## src/design/lfu_pkg.sv

```systemverilog
// Shared types and constants for the LFU slot replacement unit.
package lfu_pkg;

    localparam int SLOTS = 16;
    localparam int IDX_W = (SLOTS > 1) ? $clog2(SLOTS) : 1;
    localparam int CAP_LIMIT = (SLOTS < 16) ? SLOTS : 16;
    localparam logic [15:0] VOTE_MAX = 16'hFFFF;

    typedef enum logic [2:0] {
        K_HIT     = 3'd0,
        K_FILL    = 3'd1,
        K_REPLACE = 3'd2,
        K_REPORT  = 3'd3,
        K_EMPTY   = 3'd4
    } t_kind;

    // running victim candidate handed from cell to cell
    typedef struct packed {
        logic [15:0]      votes;
        logic [31:0]      age;
        logic [7:0]       occ;
        logic [IDX_W-1:0] idx;
    } t_best;

    // broadcast write command, qualified per cell by a select bit
    typedef struct packed {
        logic        inc;
        logic        place;
        logic [7:0]  id;
        logic [31:0] stamp;
    } t_cell_cmd;

endpackage

```

## src/design/lfu_cell.sv

```systemverilog
// One slot cell: holds occupant, votes and stamp, ranks itself and forwards the victim candidate.
module lfu_cell (
    input  logic                                 i_clk,
    input  logic                                 i_rst_n,
    input  logic [lfu_pkg::IDX_W-1:0]            i_index,
    input  logic                                 i_first,
    input  logic                                 i_sel,
    input  lfu_pkg::t_cell_cmd                   i_cmd,
    input  logic [31:0]                          i_counter,
    input  lfu_pkg::t_best                       i_best,
    input  logic [lfu_pkg::SLOTS-1:0][7:0]       i_occ_all,
    input  logic [lfu_pkg::SLOTS-1:0]            i_valid_all,
    output logic                                 o_valid,
    output logic [7:0]                           o_occ,
    output logic [15:0]                          o_votes,
    output logic                                 o_match,
    output logic [lfu_pkg::IDX_W-1:0]            o_rank,
    output lfu_pkg::t_best                       o_best
);

    logic                        r_valid;
    logic [7:0]                  r_occ;
    logic [15:0]                 r_votes;
    logic [31:0]                 r_stamp;
    logic [lfu_pkg::IDX_W-1:0]   r_rank;
    logic [lfu_pkg::IDX_W:0]     n_rank;
    lfu_pkg::t_best              r_best;
    lfu_pkg::t_best              self_b;
    logic                        better;

    always_ff @(posedge i_clk) begin
        if (!i_rst_n) begin
            r_valid <= 1'b0;
        end else if (i_sel && i_cmd.place) begin
            r_valid <= 1'b1;
        end
    end

    always_ff @(posedge i_clk) begin
        if (i_sel && i_cmd.place) begin
            r_occ   <= i_cmd.id;
            r_votes <= 16'd1;
            r_stamp <= i_cmd.stamp;
        end else if (i_sel && i_cmd.inc && r_votes != lfu_pkg::VOTE_MAX) begin
            r_votes <= r_votes + 16'd1;
        end
    end

    // count valid occupants with a smaller id
    always_comb begin
        n_rank = '0;
        for (int j = 0; j < lfu_pkg::SLOTS; j++) begin
            if (i_valid_all[j] && i_occ_all[j] < r_occ) begin
                n_rank = n_rank + 1'b1;
            end
        end
    end

    always_comb begin
        self_b.votes = r_votes;
        self_b.age   = i_counter - r_stamp;
        self_b.occ   = r_occ;
        self_b.idx   = i_index;
        better = (r_votes < i_best.votes) ||
                 (r_votes == i_best.votes && self_b.age > i_best.age);
    end

    always_ff @(posedge i_clk) begin
        r_rank <= n_rank[lfu_pkg::IDX_W-1:0];
        r_best <= (i_first || better) ? self_b : i_best;
    end

    assign o_valid = r_valid;
    assign o_occ   = r_occ;
    assign o_votes = r_votes;
    assign o_match = r_valid && (r_occ == i_cmd.id);
    assign o_rank  = r_rank;
    assign o_best  = r_best;

endmodule

```

## config.mk

```make
export PLATFORM = sky130hd
export DESIGN_NAME = lfu_cell
export DESIGN_NICKNAME = d
export VERILOG_FILES = /design/src/design/lfu_pkg.sv /design/src/design/lfu_cell.sv
export SDC_FILE = /design/constraint.sdc
export NUM_CORES = 1
export LEC_CHECK = 0
export BUFFER_PORTS_ARGS = -buffer_cell sky130_fd_sc_hd__buf_4
export CORE_ASPECT_RATIO = 0.6
export CORE_MARGIN = 2
export CORE_UTILIZATION = 52
export DETAILED_ROUTE_END_ITERATION = 10
export MAX_ROUTING_LAYER = met4
export PLACE_DENSITY_LB_ADDON = 0.25
export SLEW_MARGIN = 10
export SYNTH_ARGS = -nofsm -noshare
export SYNTH_HDL_FRONTEND = slang
export SYNTH_SLANG_ARGS = --single-unit
export TNS_END_PERCENT = 100
```

## constraint.sdc

```tcl
create_clock -name i_clk -period 11.1 [get_ports i_clk]
set_input_delay 0.555 -clock i_clk [delete_from_list [all_inputs] [get_ports i_clk]]
set_output_delay 0.555 -clock i_clk [all_outputs]
set_load 0.02 [all_outputs]
```

==> summary.txt <==
outcome = complete, no violations
Register-to-Register Setup Slack = 0.89 ns
clk_lat worst skew = 0.43 ns
Main synth FF type = dfxtp_1
port bufs = 375
largest area contributor in the netlist = ha_1
Reg area = 2820 sq um
Seq cells post-synth = 121
# IOs = 376
Syn Inst Count = 1171
Critical Path Fanout Max = 16
routed len/inst = 18.1 um
crit path DAT = 10.53 ns
CTS buffer count = 17
Starting Density = 53.7%
Global Route Usage Sum = 30.7%
RSZ-0062 raised after global routing = false
hold buffers post-CTS = 0
Post-Syn Nets = 1667
Hold Violations, Final = 0
HP Class = in2reg
reg2reg path depth = 45
clock skew = 0.0119 ns
YS warnings = 0
Worst Tran Pin Value = 0.872 ns
beginning of the critical path = o_occ[1]
starting DRC count in detailed routing = 460
num rows = 40
first-pass GRT wire length = 50.8 mm
initial antenna violation count = 0
FF-to-FF Start = o_occ[1]
synthesized area = 10900 sq um
achievable frequency = 97.9 MHz
die height = 116 um
filler cell count = 1524
layout cells sized above 1 = 31.6%
clk slew on worst S/H paths = 0.06 ns
maximum vdd ir drop = 0.000260 V
sequential area share after synthesis = 25.9%
largest net degree at the start of global routing = 58
leakage power = 7.32 nW
Die ar. = 22100 sq um
area occupied by multi-input gates = 7560 sq um
crit share post-route = 92.0%
DR DRC count = 0
Final Slew Violations = 0
CTS tree = yes
CP max stage cell = a222oi_1
post-route ant nets = 0
antenna diode count = 0
CP Capture Point = o_rank[1]
synth top area cells = ha_1 (24%), dfxtp_1 (15%), edfxtp_1 (11%)
endpoint type of the worst setup path = register
Util after Layout = 72.0%
final setup TNS = 0 ns
drt total wl = 33.3 mm
MaxCap Viol Count = 0
GP Congestion = 0.951
clk buf depth = 2
worst reg2reg endpoint = o_rank[1]
GRT overflow = 0
Core Box Area = 20300 sq um
vias = 10100
Yosys top cell area share = 24.0%
CTS H-tree lvls = 4
nets = 2048
EDFF count, synth = 40
die span in x = 191 um
critical path launch point type = register
vias in the first global route = 9956
largest stage delay on the critical path = 0.59 ns
clock root cell = clkbuf_16
min Tclk post-route = 10.21 ns
TritonRoute pass-1 iters = 5
PD cells = 171 nW/um^2
Area Overhead vs Synth = 34.2%
Final HPWL DP = 27.0 mm
Req. time, crit path = 11.41 ns
CTS sink cnt = 121
Async SR Flop Fraction = 0%
post-cts resize count = 0
synth unique cells = 71
Avg Inst Size Synth = 9.29 sq um
setup bufs post-CTS = 0
Final setup viols = 0
Most common cell on crit path = ha_1
Crit Path Class = reg2reg
Rel. slew slack = 41.2%
Via density = 5.47
-- cells by family after synthesis --
family                   share of synthesized area, %
adder cells (fa/ha/maj)                          24.2
AND/OR/NAND/NOR                                  13.8
buffers and inverters                            4.59
flip-flops                                       25.9
multiplexers                                     6.90
AO/OA/AOI/OAI                                    14.9
XOR/XNOR                                         9.64
-- placed cells by master, fill, tap and decap left out, types with 7 or more instances in the layout --
cell,netlist,final
a21o_1,27,27
a211oi_1,8,8
nand4_1,20,20
nor2_1,56,56
xor2_1,39,39
clkbuf_16,0,20
dfxtp_1,81,81
inv_1,115,115
and3_1,7,7
a21oi_1,76,76
or2_2,7,7
nor2b_1,29,29
edfxtp_1,40,40
and2_1,8,7
nand2_1,70,70
mux2_2,64,64
o21a_1,14,14
a31oi_1,9,9
o21ai_0,62,62
buf_4,0,378
nand2b_1,36,36
xnor2_1,48,48
ha_1,209,209
nor3_1,15,15
nand3_1,16,16
-- report_power, final --
part / switching [W] / internal, W / leakage [nW]
clock network: 0.000225 / 0.000345 / 0.296
logic: 0.000706 / 0.000678 / 5.98
registers: 0.0000256 / 0.000519 / 1.05
total: 0.000957 / 0.00154 / 7.32
-- sequential cells by signal, indices dropped and copies added (netlist names) --
register and flops:
r_stamp 32, o_occ 8, o_votes 16, o_best 60
o_rank 4, o_valid 1
-- worst max-delay path, delay by kind of cell (launching register included) --
| family | cells | cell delay (ns) |
|---|---|---|
| fa+ha+maj | 9 | 2.92 |
| compound gates | 12 | 2.41 |
| xor+xnor | 6 | 1.44 |
| simple gates | 10 | 1.12 |
| mux | 3 | 0.90 |
| buf+inv | 5 | 0.87 |
| flops | 1 | 0.44 |
-- cells in the mapped netlist (6+ instances only) --
library cell / count
nor2b_1: 29
a31oi_1: 9
edfxtp_1: 40
xnor2_1: 48
nand2_1: 70
nand3_1: 16
a211oi_1: 8
nor3_1: 15
nand2b_1: 36
and2_1: 8
o211ai_1: 6
xnor3_1: 6
and3_1: 7
ha_1: 209
inv_1: 115
o21ai_0: 62
nor2_1: 56
or2_2: 7
a21oi_1: 76
xor2_1: 39
o21a_1: 14
nand4_1: 20
clkbuf_1: 12
a21o_1: 27
mux2_2: 64
nor4_1: 6
dfxtp_1: 81
-- stage by stage --
stage,power (W),instance area (sq um),hold WS [ns],instances,worst slack (ns)
3_3_place_gp,0.00187,14000,0.525,1806,1.35
6_report,0.00250,14600,0.298,1838,0.887
5_1_grt,0.00267,14600,0.285,1838,0.0884
2_1_floorplan,0.00155,10900,0.545,1171,2.00
4_1_cts,0.00250,14600,0.284,1838,0.935
3_5_place_dp,0.00192,14000,0.526,1806,0.956
-- per-layer routing --
metal / global-route usage (%) / up-vias / wire [um]
met4: 9.77 / 0 / 861
met3: 6.00 / 57 / 2380
met1: 40.4 / 4636 / 15400
met2: 47.7 / 378 / 14700
met5: - / - / 0
li1: - / 4979 / -
-- cell type report --
class	instances	area share (%)
timing repair buffer	378	19.4
multi-input combinational	918	51.8
clock inverter	7	0.351
tap	273	2.34
sequential	121	19.3
clock buffer	25	3.76
inverter	116	3.00
-- worst min-delay path by stage --
stage	startpoint	end	slack, ns	depth (start not counted)
final	i_cmd[28]	r_stamp[28]	0.30	1
after global routing	i_cmd[1]	r_stamp[1]	0.29	1
after CTS	i_cmd[0]	r_stamp[0]	0.28	1
after detailed placement	o_valid	o_valid	0.53	1
after global placement	o_valid	o_valid	0.52	1
after floorplan	r_stamp[0]	o_best[12]	0.54	2
Note: power is estimated with default switching activity, not from simulation.
